File: src/hdl/assert_macros.svh
// Concurrent assertion helpers for the RTL.
`ifndef ASSERT_MACROS_SVH
`define ASSERT_MACROS_SVH

`ifndef NO_ASSERTIONS

// Check prop on every rising edge while reset is released.
`define BPT_ASSERT(name, clk, rst_n, prop, msg) \
    name: assert property (@(posedge clk) disable iff (!rst_n) prop) else $error(msg);

// Check prop on every rising edge, reset included.
`define BPT_ASSERT_ALWAYS(name, clk, prop, msg) \
    name: assert property (@(posedge clk) prop) else $error(msg);

`else

`define BPT_ASSERT(name, clk, rst_n, prop, msg)
`define BPT_ASSERT_ALWAYS(name, clk, prop, msg)

`endif

`endif

File: src/hdl/bpt_pkg.sv
package bpt_pkg;

    localparam int BPT_NUM_SLOTS = 128;

    localparam logic [2:0] ST_UNKNOWN  = 3'd0;
    localparam logic [2:0] ST_FLASHING = 3'd1;

    localparam logic KIND_SET  = 1'b0;
    localparam logic KIND_FIND = 1'b1;

    typedef struct packed {
        logic       kind;
        logic [6:0] address;
        logic [2:0] new_state;
        logic [6:0] index;
    } t_bpt_req;

    typedef struct packed {
        logic [7:0] present_total;
        logic [7:0] flashing_total;
        logic [6:0] found_address;
        logic [2:0] found_state;
    } t_bpt_rsp;

    typedef enum logic [2:0] {
        S_IDLE,
        S_SET,
        S_WALK,
        S_FETCH,
        S_LATCH,
        S_DONE
    } t_bpt_fsm;

endpackage

File: src/hdl/bpt_ram.sv
module bpt_ram #(
    parameter int WIDTH = 3,
    parameter int DEPTH = 128
) (
    input  logic                     i_clk,
    input  logic                     i_we,
    input  logic [$clog2(DEPTH)-1:0] i_waddr,
    input  logic [WIDTH-1:0]         i_wdata,
    input  logic                     i_re,
    input  logic [$clog2(DEPTH)-1:0] i_raddr,
    output logic [WIDTH-1:0]         o_rdata
);

    logic [WIDTH-1:0] r_mem [DEPTH];
    logic [WIDTH-1:0] r_rdata;

    always_ff @(posedge i_clk) begin
        if (i_we) begin
            r_mem[i_waddr] <= i_wdata;
        end
        if (i_re) begin
            r_rdata <= r_mem[i_raddr];
        end
    end

    assign o_rdata = r_rdata;

endmodule

File: src/hdl/bpt_table.sv
module bpt_table #(
    parameter int NUM_SLOTS = bpt_pkg::BPT_NUM_SLOTS
) (
    input  logic                         i_clk,
    input  logic                         i_rst_n,
    input  logic                         i_we,
    input  logic [$clog2(NUM_SLOTS)-1:0] i_waddr,
    input  logic [2:0]                   i_wdata,
    input  logic                         i_re,
    input  logic [$clog2(NUM_SLOTS)-1:0] i_raddr,
    output logic [2:0]                   o_state
);
    import bpt_pkg::*;

    localparam int AW = $clog2(NUM_SLOTS);

    logic [NUM_SLOTS-1:0] r_vld;
    logic [AW-1:0]        r_raddr;
    logic [2:0]           ram_rdata;

    bpt_ram #(
        .WIDTH (3),
        .DEPTH (NUM_SLOTS)
    ) u_ram (
        .i_clk   (i_clk),
        .i_we    (i_we),
        .i_waddr (i_waddr),
        .i_wdata (i_wdata),
        .i_re    (i_re),
        .i_raddr (i_raddr),
        .o_rdata (ram_rdata)
    );

    // An entry never written since reset reads as unknown.
    always_ff @(posedge i_clk) begin
        if (!i_rst_n) begin
            r_vld <= '0;
        end else if (i_we) begin
            r_vld[i_waddr] <= 1'b1;
        end
    end

    always_ff @(posedge i_clk) begin
        if (i_re) begin
            r_raddr <= i_raddr;
        end
    end

    assign o_state = r_vld[r_raddr] ? ram_rdata : ST_UNKNOWN;

endmodule

File: src/hdl/board_presence_table_select.sv
// Channel   Direction  Handshake                  Beat
// request   in         i_req_valid / o_req_stall  i_req (set or find)
// response  out        o_rsp_valid / i_rsp_stall  o_rsp (totals, found entry)
//
// One item at a time. A set reads, modifies and writes its entry, then reads
// the reported entry; a set outside the table only does that last read. A find
// served from the search cache or rejected only reads the reported entry; a walk
// reads one table entry per cycle through the single read port.
// Reset is synchronous; per-entry valid bits make the whole table unknown at
// once, with no clearing pass. A finished beat waits in the output register
// while the next request is taken.
`include "assert_macros.svh"

module board_presence_table_select #(
    parameter int NUM_SLOTS = bpt_pkg::BPT_NUM_SLOTS
) (
    input  logic              i_clk,
    input  logic              i_rst_n,
    input  logic              i_req_valid,
    output logic              o_req_stall,
    input  bpt_pkg::t_bpt_req i_req,
    output logic              o_rsp_valid,
    input  logic              i_rsp_stall,
    output bpt_pkg::t_bpt_rsp o_rsp
);
    import bpt_pkg::*;

    localparam int AW  = $clog2(NUM_SLOTS);
    localparam int WAW = AW + 1;
    localparam logic [WAW-1:0] SLOT_END = WAW'(NUM_SLOTS);

    t_bpt_fsm r_state, n_state;
    t_bpt_req r_req, n_req;
    logic [7:0]     r_pc, n_pc;
    logic [7:0]     r_fc, n_fc;
    logic [6:0]     r_cidx, n_cidx;
    logic [AW-1:0]  r_caddr, n_caddr;
    logic [WAW-1:0] r_waddr, n_waddr;
    logic           r_pend, n_pend;
    logic [AW-1:0]  r_chk, n_chk;
    logic [6:0]     r_wcnt, n_wcnt;
    logic [AW-1:0]  r_faddr, n_faddr;
    logic [2:0]     r_fstate, n_fstate;
    t_bpt_rsp       r_rsp, n_rsp;
    logic           r_rsp_vld, n_rsp_vld;

    logic          mem_we, mem_re;
    logic [AW-1:0] mem_waddr, mem_raddr;
    logic [2:0]    mem_wdata;
    logic [2:0]    rd_state;

    logic       req_acc, rsp_free;
    logic       set_in_range, cache_hit, find_none;
    logic       walk_present, walk_hit, walk_end;
    logic       start_clear;
    logic [6:0] start_idx;
    logic [AW-1:0] start_addr;

    bpt_table #(
        .NUM_SLOTS (NUM_SLOTS)
    ) u_table (
        .i_clk   (i_clk),
        .i_rst_n (i_rst_n),
        .i_we    (mem_we),
        .i_waddr (mem_waddr),
        .i_wdata (mem_wdata),
        .i_re    (mem_re),
        .i_raddr (mem_raddr),
        .o_state (rd_state)
    );

    assign o_req_stall = (r_state != S_IDLE);
    assign req_acc     = i_req_valid && !o_req_stall;
    assign rsp_free    = !r_rsp_vld || !i_rsp_stall;

    assign set_in_range = (9'(i_req.address) < 9'(NUM_SLOTS));
    assign cache_hit    = (i_req.index == r_cidx);
    assign find_none    = (i_req.index == 7'd0) || ({1'b0, i_req.index} > r_pc);
    assign start_clear  = (r_cidx > i_req.index);
    assign start_idx    = start_clear ? 7'd0 : r_cidx;
    assign start_addr   = start_clear ? '0 : r_caddr;

    assign walk_present = r_pend && (rd_state != ST_UNKNOWN);
    assign walk_hit     = walk_present && (r_wcnt + 7'd1 == r_req.index);
    assign walk_end     = (r_waddr >= SLOT_END);

    always_comb begin
        n_state = r_state;
        unique case (r_state)
            S_IDLE: begin
                if (req_acc) begin
                    if (i_req.kind == KIND_SET) begin
                        n_state = set_in_range ? S_SET : S_FETCH;
                    end else begin
                        n_state = (cache_hit || find_none) ? S_FETCH : S_WALK;
                    end
                end
            end
            S_SET:   n_state = S_FETCH;
            S_WALK: begin
                if (walk_hit) begin
                    n_state = S_DONE;
                end else if (walk_end) begin
                    n_state = S_FETCH;
                end
            end
            S_FETCH: n_state = S_LATCH;
            S_LATCH: n_state = S_DONE;
            S_DONE: begin
                if (rsp_free) begin
                    n_state = S_IDLE;
                end
            end
            default: n_state = S_IDLE;
        endcase
    end

    always_comb begin
        n_req     = r_req;
        n_pc      = r_pc;
        n_fc      = r_fc;
        n_cidx    = r_cidx;
        n_caddr   = r_caddr;
        n_waddr   = r_waddr;
        n_pend    = r_pend;
        n_chk     = r_chk;
        n_wcnt    = r_wcnt;
        n_faddr   = r_faddr;
        n_fstate  = r_fstate;
        n_rsp     = r_rsp;
        n_rsp_vld = r_rsp_vld && i_rsp_stall;
        mem_we    = 1'b0;
        mem_waddr = AW'(r_req.address);
        mem_wdata = r_req.new_state;
        mem_re    = 1'b0;
        mem_raddr = r_faddr;
        unique case (r_state)
            S_IDLE: begin
                if (req_acc) begin
                    n_req   = i_req;
                    n_faddr = '0;
                    if (i_req.kind == KIND_SET) begin
                        mem_re    = set_in_range;
                        mem_raddr = AW'(i_req.address);
                    end else if (cache_hit) begin
                        n_faddr = r_caddr;
                    end else if (!find_none) begin
                        // Drop the cache when the sought index lies before it.
                        n_cidx  = start_idx;
                        n_caddr = start_addr;
                        n_waddr = WAW'(start_addr) + WAW'(1);
                        n_wcnt  = start_idx;
                        n_pend  = 1'b0;
                    end
                end
            end
            S_SET: begin
                if (r_req.new_state != rd_state) begin
                    mem_we = 1'b1;
                    if (rd_state == ST_UNKNOWN) begin
                        if (r_pc != 8'd255) begin
                            n_pc = r_pc + 8'd1;
                        end
                        n_cidx  = '0;
                        n_caddr = '0;
                    end else if (r_req.new_state == ST_UNKNOWN && r_pc != 8'd0) begin
                        n_pc    = r_pc - 8'd1;
                        n_cidx  = '0;
                        n_caddr = '0;
                    end
                    if (rd_state == ST_FLASHING && r_fc != 8'd0) begin
                        n_fc = r_fc - 8'd1;
                    end else if (r_req.new_state == ST_FLASHING && r_fc != 8'd255) begin
                        n_fc = r_fc + 8'd1;
                    end
                end
            end
            S_WALK: begin
                if (walk_hit) begin
                    n_cidx   = r_req.index;
                    n_caddr  = r_chk;
                    n_faddr  = r_chk;
                    n_fstate = rd_state;
                end else begin
                    if (walk_present) begin
                        n_wcnt = r_wcnt + 7'd1;
                    end
                    // Keep one read in flight ahead of the check.
                    if (!walk_end) begin
                        mem_re    = 1'b1;
                        mem_raddr = r_waddr[AW-1:0];
                        n_chk     = r_waddr[AW-1:0];
                        n_pend    = 1'b1;
                        n_waddr   = r_waddr + WAW'(1);
                    end
                end
            end
            S_FETCH: begin
                mem_re    = 1'b1;
                mem_raddr = r_faddr;
            end
            S_LATCH: begin
                n_fstate = rd_state;
            end
            S_DONE: begin
                if (rsp_free) begin
                    n_rsp.present_total  = r_pc;
                    n_rsp.flashing_total = r_fc;
                    n_rsp.found_address  = 7'(r_faddr);
                    n_rsp.found_state    = r_fstate;
                    n_rsp_vld            = 1'b1;
                end
            end
            default: ;
        endcase
    end

    always_ff @(posedge i_clk) begin
        if (!i_rst_n) begin
            r_state   <= S_IDLE;
            r_pc      <= '0;
            r_fc      <= '0;
            r_cidx    <= '0;
            r_caddr   <= '0;
            r_pend    <= 1'b0;
            r_rsp_vld <= 1'b0;
        end else begin
            r_state   <= n_state;
            r_pc      <= n_pc;
            r_fc      <= n_fc;
            r_cidx    <= n_cidx;
            r_caddr   <= n_caddr;
            r_pend    <= n_pend;
            r_rsp_vld <= n_rsp_vld;
        end
    end

    always_ff @(posedge i_clk) begin
        r_req    <= n_req;
        r_waddr  <= n_waddr;
        r_chk    <= n_chk;
        r_wcnt   <= n_wcnt;
        r_faddr  <= n_faddr;
        r_fstate <= n_fstate;
        r_rsp    <= n_rsp;
    end

    assign o_rsp_valid = r_rsp_vld;
    assign o_rsp       = r_rsp;

    `BPT_ASSERT(a_accept_leaves_idle, i_clk, i_rst_n, req_acc |=> (r_state != S_IDLE), "request accepted but sequencer stayed idle")
    `BPT_ASSERT(a_walk_below_index, i_clk, i_rst_n, (r_state == S_WALK) |-> (r_wcnt < r_req.index), "walk count reached the sought index without a hit")
    `BPT_ASSERT(a_cache_clear_pair, i_clk, i_rst_n, (r_cidx == 7'd0) |-> (r_caddr == '0), "cleared cache index with a stale address")
    `BPT_ASSERT(a_count_from_set, i_clk, i_rst_n, ($past(i_rst_n) && !$stable(r_pc)) |-> ($past(r_state) == S_SET), "present count moved outside a set")

endmodule

File: config.mk
export PLATFORM = sky130hd
export DESIGN_NAME = board_presence_table_select
export DESIGN_NICKNAME = d
export VERILOG_FILES = /design/src/hdl/bpt_pkg.sv /design/src/hdl/bpt_ram.sv /design/src/hdl/bpt_table.sv /design/src/hdl/board_presence_table_select.sv
export VERILOG_INCLUDE_DIRS = /design/src /design/src/hdl
export SDC_FILE = /design/constraint.sdc
export NUM_CORES = 1
export LEC_CHECK = 0
export BUFFER_PORTS_ARGS = -buffer_cell sky130_fd_sc_hd__buf_2
export CORE_ASPECT_RATIO = 1.4
export CORE_UTILIZATION = 57
export DETAILED_ROUTE_END_ITERATION = 16
export PLACE_DENSITY = 0.76
export SLEW_MARGIN = 20
export SYNTH_ARGS = -nofsm -noshare
export SYNTH_HDL_FRONTEND = slang
export SYNTH_SLANG_ARGS = --single-unit
File: constraint.sdc
create_clock -name i_clk -period 4.3 [get_ports i_clk]
set_input_delay 0.645 -clock i_clk [delete_from_list [all_inputs] [get_ports i_clk]]
set_output_delay 0.645 -clock i_clk [all_outputs]
set_load 0.01 [all_outputs]
### Yosys cells after proc, flatten, opt, wreduce, memory -nomap -nowiden

Memories as Yosys holds them, arrays and structs flattened. A register that Yosys moved wholly into a read port is not among the register bits.
Cells that the tools add are included.

* memories kept: 1
* output and inout port bits: 28
* input bits: 22
* RAM bits: 384
* word-level logic and storage cells: 174
* register bits: 245

* $add $sub $neg: 7
* reductions and logical operators: 38
* equality and inequality tests: 25
* bitwise logic cells: 3
* muxes and demuxes: 73
* order comparisons: 6

Memories
* u_table.u_ram.r_mem: words 128, bits a word 3, read ports 1, clocked after Yosys merged registers in 1, write ports 1, RTL line bpt_ram.sv:14 `logic [WIDTH-1:0] r_mem [DEPTH];`

Operators with widths (number)
* 7-bit 2-to-1 mux: 24
* 128-bit OR: 1
* 8-bit 2-to-1 mux: 11
* 7-bit one-hot mux with 2 select lines: 3
* 7-bit one-hot mux with 3 select lines: 2
* 8-bit by 1-bit adder with 8-bit output (second input constant): 3
* 2-bit != test (second input constant): 10
* 1-bit 2-to-1 mux: 19
* 3-bit 2-to-1 mux: 6
* 3-bit one-hot mux with 6 select lines: 1
* 7-bit by 8-bit less-than comparator with 1-bit output (second input constant): 2
* 8-bit != test (second input constant): 2
* 8-bit one-hot mux with 2 select lines: 1
* 8-bit nonzero test: 2
* 8-bit by 1-bit subtractor with 8-bit output (second input constant): 2
* 7-bit equality test: 2
* 7-bit AND reduction: 2
* 3-bit AND reduction: 4
* 3-bit by 1-bit equality test with 1-bit output (second input constant): 3
* 3-bit logical NOT: 3
* 3-bit nonzero test: 3
* 7-bit by 1-bit adder with 8-bit output (second input constant): 1
* 8-bit greater-or-equal comparator (second input constant): 1
* 7-bit by 8-bit > comparator with 1-bit output: 1
* other kinds (23): 43

### Longest topological paths before layout

Gate-level depths: netlist of the first run.

* depth in word-level cells: 8
* depth in mapped cells: 22
* depth with buffers taken out: 19

### By module

From an unflattened synthesis of the first run, not the netlist that was laid out.

* cell total of the unflattened synthesis: 1792
* area, all modules: 26785.7 µm²

Modules (own cells, without submodules)
* bpt_ram: sequential area each 11621.1 µm², area an instance 15383.5 µm², cells an instance 728, times used 1
* bpt_table: sequential area each 2772.7 µm², area an instance 5776.8 µm², cells an instance 582, times used 1
* board_presence_table_select: sequential area each 2952.8 µm², area an instance 5625.4 µm², cells an instance 482, times used 1

### Least setup slack after synthesis of the first run

OpenSTA, ideal clock, no wires.

* path type: reg2reg
* start point: register u_table.r_raddr[0]
* end point: register r_pc[7]
* library setup time: 76 ps
* path buffers: 4
* period minus slack after synthesis: 4050 ps
* arrival time: 3974 ps
* stages on the path, launching flop included: 21
* slack: 250 ps
* cell sequence: edfxtp_1 > buf_6 > buf_6 > buf_6 > nor2_1 > a22o_1 > o21ai_0 > nand4_1 > and4_4 > buf_6 > nor2_1 > ha_1 > a21o_1 > a21o_1 > a21o_1 > a21oi_1 > o21bai_1 > a21oi_1 > xor2_1 > or3_1 > a21boi_0

* longest elaborated chain between the ends: 6

Ends and longest elaborated chain
* from (decl): RTL line bpt_table.sv:18 `logic [AW-1:0] r_raddr;`
* from (signal assigned): RTL line bpt_table.sv:45 `r_raddr <= i_raddr;`
* 1-bit binary-select mux with 7-bit select (*): RTL line bpt_table.sv:49 `assign o_state = r_vld[r_raddr] ? ram_rdata : ST_UNKNOWN;`
* 1-bit 2-to-1 mux (implied by the code) (*): RTL line bpt_table.sv:49
* 3-bit 2-to-1 mux (*): RTL line bpt_table.sv:49
* 3-bit logical NOT: RTL line board_presence_table_select.sv:160 `if (rd_state == ST_UNKNOWN) begin`
* 2-bit by 1-bit != test with 1-bit output (no source line) or 2-bit nonzero test (tied branches)
* 4-bit AND reduction (no source line)
* to (signal assigned): RTL line board_presence_table_select.sv:229 `r_pc <= n_pc;`
* to (decl): RTL line board_presence_table_select.sv:34 `logic [7:0] r_pc, n_pc;`

Every way passes the cells marked *; elsewhere a longest branch is shown, timed or not. The select of a mux whose other input is x is not followed.
A chain may end at the register's enable or synchronous reset.

### Worst setup path in the final report of the first run

* start point: register u_table.r_raddr[1]
* end point: register u_table.u_ram.r_rdata[0] (netlist: u_table.u_ram.o_rdata[0]), read port of u_table.u_ram.r_mem, data pin

* longest elaborated chain between the ends: 8

Ends and longest elaborated chain
* 1-bit binary-select mux with 7-bit select (*): RTL line bpt_table.sv:49
* 1-bit 2-to-1 mux (implied by the code) (*): RTL line bpt_table.sv:49
* 3-bit 2-to-1 mux (*): RTL line bpt_table.sv:49
* 3-bit nonzero test (*): RTL line board_presence_table_select.sv:83 `assign walk_present = r_pend && (rd_state != ST_UNKNOWN);`
* 1-bit logical AND (*): RTL line board_presence_table_select.sv:83
* 1-bit logical AND (*): RTL line board_presence_table_select.sv:84 `assign walk_hit = walk_present && (r_wcnt + 7'd1 == r_req.index);`
* 1-bit 2-to-1 mux or 7-bit 2-to-1 mux (tied branches): RTL line board_presence_table_select.sv:179 `if (walk_hit) begin`
* 1-bit one-hot mux with 3 select lines or 7-bit one-hot mux with 2 select lines (tied branches): RTL line board_presence_table_select.sv:137 `unique case (r_state)`
* to (decl): RTL line bpt_ram.sv:15 `logic [WIDTH-1:0] r_rdata;`

Marked as above.

==> qor.yml, run 1 <==
die:
  rows: 93
  start_util: 0.581
  die_h_um: 259
  die_area_um2: 48000
  die_w_um: 185
  core-area_um2: 46200
  ios: 50
route:
  viasPerCell: 6.63
  routedWlPerCell_um: 27.1
  vias: 19800
  dr.pass1.iters: 6
  drt_iter0_drc: 2385
  routed_wl_mm: 80.9
  ant_nets: 0
  drt_drc_violations_left: 0
logic_synthesis:
  yosysSeqAreaShare: 0.646
  ys_types: 80
  syn_area_um2: 26900
  synth_flop_cell: "edfxtp_1"
  synthesis.nets: 2135
  yosysMostFrequentCell: "edfxtp_1"
  synthTopCellsByCount: "edfxtp_1 (469), nand2_1 (202), nor2_1 (171)"
  synthTopCellsByArea: "edfxtp_1 (52%), dfxtp_1 (12%), o21a_1 (3.9%)"
  synth-edff-count: 469
  syn_inst: 2083
  async_reset_ff_frac: 0
  synth_area_leader_cell: "edfxtp_1"
  ys_seq_elements: 632
  synth.top_cell.area_share: 0.524
  yosys_warnings: 0
  syn_area_per_cell_um2: 12.9
placed_design:
  dpl_cell_area_um2: 29100
  io_buffers: 49
  place_inst: 2828
  place.gp.congestion: 0.935
  hpwl_mm: 50.6
  post-place-ws_ps: -726
pwr:
  p_total_mw: 16.6
  seqPwrFrac: 0.416
  intPower_mw: 11.6
  p_per_area_nw_per_um2: 509
  pwr-share-clk: 0.326
  comb_power_share: 0.258
  max-vdd-ir-drop_mv: 0.356
  switching_share: 0.299
  switchingPower_mw: 4.96
  leakagePower_nw: 11.5
worst_setup_path:
  required_ps: 4670
  start_kind: "register"
  critical_path_class: "register to register"
  timing.reg2reg.setup_slack_ps: -270
  crit_arrival_ps: 4930
  worstSetupEndpointType: "register"
  r2r_cells: 17
  cp_max_fo: 11
finish:
  register_area_um2: 17300
  multi_input_area_um2: 9560
  final_nets: 2365
  fillers: 2927
  drive_above_1_share: 0.243
  area_growth_pct: 21.5
  final_core_util: 0.706
  fin_area_um2: 32600
  final_cells: 2980
grt:
  gr-total-overflow: 0
  grt_max_degree: 107
  grt_first_pass_wirelength_mm: 115
  grt_pass1_vias: 19400
  antenna_found_initial: 2
  grt_use_total: 0.328
job:
  drv_cap: 0
timing:
  min_period_ps: 4570
  tightestPinTransition_ps: 1110
  fin_ws_ps: -267
  setup-violations-final: 3
  rsz0062_at_grt: "yes"
  setup_tns_ps: -671
  timing.hold.ws_ps: 196
  finalMaxSlewViolations: 0
  hold_viol_final: 0
  relSlewSlack: 0.261
  period_share: 1.06
  skew_ps: 24.2
  fmax_mhz: 219
min_path:
  hold_depth: 1
  hp-class: "input pin to register"
clock_tree:
  path_clk_slew_ps: 70
  clk_latency_ps: 620
  ctsHtreeMaxLevel: 2
  ctsRootBufferMaster: "clkbuf_16"
  cts_max_path_buffers: 3
  cts_tree: "done"
  clock-sinks: 632
  cts_buffers: 57
run_status:
  violations: "setup timing"
  status: "finished, violations left"
==> layer usage <==
layer / vias up / GRT usage / part of all wire
li1: 8415 / - / -
met1: 9638 / 0.374 / 0.33
met2: 1319 / 0.557 / 0.50
met3: 378 / 0.0507 / 0.095
met4: 2 / 0.235 / 0.082
met5: - / 0 / 0.00016
==> kinds of logic (layout without fill, tap and decap cells) <==
group	Yosys count	count (layout)	share of synthesized area
simple gates	584	584	0.102
xor+xnor	33	33	0.0130
mux	98	98	0.0486
fa+ha+maj	30	30	0.0145
buf+inv	164	443	0.0287
flops	632	632	0.646
compound gates	542	542	0.147
other cells	0	1	0
==> layout make-up <==
type / count / area share
Timing Repair Buffer: 302 / 0.0850
Antenna cell: 1 / 0.0000767
Clock buffer: 71 / 0.0492
Tap cell: 617 / 0.0237
Multi-Input combinational cell: 1287 / 0.293
Sequential cell: 632 / 0.532
Clock inverter: 37 / 0.0127
Inverter: 33 / 0.00441
==> critical path, stage by stage (launching register included) <==
cell	delay, ps
edfxtp_1	420
buf_6	170
clkbuf_16	170
mux4_2	570
nand2b_1	140
a31oi_1	110
nand4_1	250
and4_4	330
o21a_4	170
and2_4	220
clkinv_8	110
buf_16	180
clkbuf_16	170
a211o_1	320
a211oi_2	230
nor3_1	90
nor4b_1	160
or4_4	490
==> power groups by stage <==
stage          logic (mW)  registers (mW)  clock network (mW)
6_report             4.28            6.90                5.42
5_1_grt              4.42            6.91                5.67
3_5_place_dp         3.41            7.02                   0
2_1_floorplan        1.89            7.03                   0
3_3_place_gp         3.33            7.02                   0
4_1_cts              3.74            6.90                5.42
==> final timing paths <==
kind	endpoint	from
worst max register to register	u_table.u_ram.o_rdata[0]	u_table.r_raddr[1]
worst min register to register	o_rsp[0]	r_fstate[0]
worst min-delay path	mem_wdata[1]	i_req[8]
worst max-delay path	u_table.u_ram.o_rdata[0]	u_table.r_raddr[1]
==> flip-flops by register name, summed over array words and instances (netlist names), 3 cells and up <==
signal	flops
mem_waddr	7
mem_wdata	3
o_rsp	26
r_caddr	7
r_chk	7
r_cidx	7
r_faddr	7
r_fc	8
r_fstate	3
r_pc	8
r_req	7
r_state	3
r_waddr	8
r_wcnt	7
u_table.r_raddr	7
u_table.r_vld	128
u_table.u_ram.o_rdata	3
u_table.u_ram.r_mem	384
==> layout by cell type, fill, tap and decap left out, types with 23 or more instances in the layout <==
master	instances
edfxtp_1	469
buf_4	199
nand2_1	195
dfxtp_1	163
o21a_1	140
nor2_1	139
a21oi_1	79
clkbuf_16	68
mux2i_1	54
and3_1	52
buf_2	49
nor2b_1	41
a22oi_1	29
inv_1	28
o21ai_0	27
mux4_2	25
ha_1	25
buf_12	25
nor2_2	23
==> timing repair <==
| action | CTS | global route |
|---|---|---|
| setup endpoints to repair | 293 | 437 |
| hold buffers | 0 | 0 |
| buffers inserted | 10 | 24 |
| cloned | 4 | 7 |
| resized for setup | 86 | 124 |
| pin swaps | 23 | 39 |
Note: power is estimated with default switching activity, not from simulation.
==> run 2: changes to the inputs <==
- GPL_TIMING_DRIVEN: not set -> 0
==> run 2 against run 1 <==
Compared with the run above:
- via count rose by 3.5%
- core utilization rose by 2.8 points
- critical endpoint is now u_table.u_ram.o_rdata[2]
- sequential share of layout area fell by 2.0 points
- the flow finishes with violations (capacitance limit, slew limit, setup timing)
- routed wire length rose by 16%
==> qor.yml, run 2 (synthesis gave the netlist of run 1 again) <==
grt:
  gr-total-overflow: 0  # unchanged
  grt_max_degree: 29  # was 107
  grt_use_total: 0.387  # was 0.328
  antenna_found_initial: 2  # unchanged
  grt_pass1_vias: 19800  # was 19400
  grt_first_pass_wirelength_mm: 131  # was 115 mm
placed_design:
  io_buffers: 48  # was 49
  dpl_cell_area_um2: 28300  # was 29100 um2
  hpwl_mm: 62.3  # was 50.6 mm
  place.gp.congestion: 0.983  # was 0.935
pwr:
  max-vdd-ir-drop_mv: 0.332  # was 0.356 mV
  p_per_area_nw_per_um2: 509  # about the same
  leakagePower_nw: 11.6  # was 11.5 nW
  p_total_mw: 17.3  # was 16.6 mW
route:
  drt_iter0_drc: 2563  # was 2385
  dr.pass1.iters: 6  # unchanged
  vias: 20400  # was 19800
  viasPerCell: 6.85  # was 6.63
  routed_wl_mm: 93.8  # was 80.9 mm
  routedWlPerCell_um: 31.5  # was 27.1 um
  drt_drc_violations_left: 0  # unchanged
  ant_nets: 0  # unchanged
die:
  die_h_um: 259  # unchanged
  die_area_um2: 48000  # unchanged
  rows: 93  # unchanged
  ios: 50  # unchanged
  start_util: 0.581  # unchanged
  core-area_um2: 46200  # unchanged
  die_w_um: 185  # unchanged
clock_tree:
  cts_buffers: 57  # unchanged
  cts_tree: "done"  # unchanged
  ctsHtreeMaxLevel: 2  # unchanged
  clock-sinks: 632  # unchanged
  clk_latency_ps: 620  # about the same
  holdBufCountCts: 0  # unchanged
  cts_max_path_buffers: 3  # unchanged
  ctsRootBufferMaster: "clkbuf_16"  # unchanged
  path_clk_slew_ps: 70  # about the same
finish:
  area_growth_pct: 26.2  # was 21.5%
  fillers: 2797  # was 2927
  most-common-layout-cells: "edfxtp_1 (469), nand2_1 (187), dfxtp_1 (163)"  # was edfxtp_1 (469), buf_4 (199), nand2_1 (195)
  largest_register_ffs: 384  # unchanged
  final_nets: 2369  # was 2365
  layout_commonest_cell: "edfxtp_1"  # unchanged
  drive_above_1_share: 0.280  # was 0.243
  num_antenna_cells: 0  # was 1
  fin_area_um2: 33900  # was 32600 um2
  top_register: "u_table.u_ram.r_mem"  # unchanged
job:
  drv_cap: 4  # was 0
worst_setup_path:
  start_kind: "register"  # unchanged
  cp_max_fo: 10  # was 11
  required_ps: 4780  # was 4670 ps
  critical_path_class: "register to register"  # unchanged
  crit_arrival_ps: 5480  # was 4930 ps
  worstSetupEndpointType: "register"  # unchanged
timing:
  fmax_mhz: 200  # was 219 MHz
  period_share: 1.16  # was 1.06
  skew_ps: 21.4  # was 24.2 ps
  relSlewSlack: -0.0909  # was 0.261
  rsz0062_at_grt: "yes"  # unchanged
  setup-violations-final: 170  # was 3
  fin_ws_ps: -700  # was -267 ps
  min_period_ps: 5000  # was 4570 ps
  setup_tns_ps: -9780  # was -671 ps
  finalMaxSlewViolations: 44  # was 0
  hold_viol_final: 0  # unchanged
  tightestPinTransition_ps: 1640  # was 1110 ps
min_path:
  hp-class: "input pin to register"  # unchanged
run_status:
  violations: "capacitance limit, slew limit, setup timing"  # was setup timing
  status: "finished, violations left"  # unchanged
run 2: cell count changes in the layout (fill, tap and decap cells not counted), sizes merged:
cell	previous run	this run
bufbuf	1	0
clkinv	19	13
inv	35	34
clkbuf	78	149
buf	294	236
clkinvlp	8	7
diode	1	0
run 2: worst paths after layout:
kind	from	end	slack [ps]	depth (start not counted)
max	u_table.r_raddr[2]	u_table.u_ram.o_rdata[2]	-700	17
min	i_req[9]	mem_wdata[2]	220	1
max reg2reg	u_table.r_raddr[2]	u_table.u_ram.o_rdata[2]	-700	17
min reg2reg	r_fstate[0]	o_rsp[0]	420	0
run 2: layout make-up:
cell class,instances,area [um2],share of cell area
clock buffer,79,1670,0.0494
inverter,33,146,0.00432
multi-input combinational,1287,10700,0.315
tap,617,772,0.0228
timing repair buffer,178,1680,0.0496
buffer,128,1220,0.0361
clock inverter,29,364,0.0107
sequential,632,17300,0.512
run 2: where the power goes:
| part | leakage (nW) | internal [mW] | switching [mW] |
|---|---|---|---|
| Combinational | 5.04 | 1.80 | 3.06 |
| Clock | 0.979 | 3.20 | 2.29 |
| Sequential | 5.56 | 6.76 | 0.146 |
| Total | 11.6 | 11.8 | 5.49 |
run 2: layer usage:
metal	share of wire	routed length, um	vias to the layer above	global-route usage
li1	-	-	8427	-
met1	0.32	29600	9892	0.432
met2	0.47	44400	1589	0.631
met3	0.11	10400	534	0.0930
met4	0.10	9490	2	0.308
met5	0.00012	11	-	0
run 2: repair_timing:
action | in CTS | in global routing
cloned | 2 | 1
pin swaps | 41 | 91
gates resized for setup | 406 | 260
endpoints found under the setup margin | 566 | 540
buffers inserted | 50 | 58
run 2: per-stage QoR:
step	cells	util	hold WS [ps]	setup WS [ps]
2_1_floorplan	2083	-	400	250
3_3_place_gp	2748	0.603	406	-2510
3_5_place_dp	2770	0.612	405	-2120
4_1_cts	2929	0.699	203	-420
5_1_grt	2983	0.734	221	-705
6_report	2983	0.734	221	-700
run 2: critical path, cell delays in order (launching register included):
cell	delay, ps
edfxtp_1	500
buf_12	200
buf_16	160
buf_12	150
mux4_2	300
mux2i_1	360
nand3_1	130
nand4_1	190
nand4_4	260
buf_4	250
a41oi_1	220
nand3b_1	130
a21oi_2	320
buf_2	430
a211oi_1	90
nor3_1	480
nor4b_4	450
or4_4	210
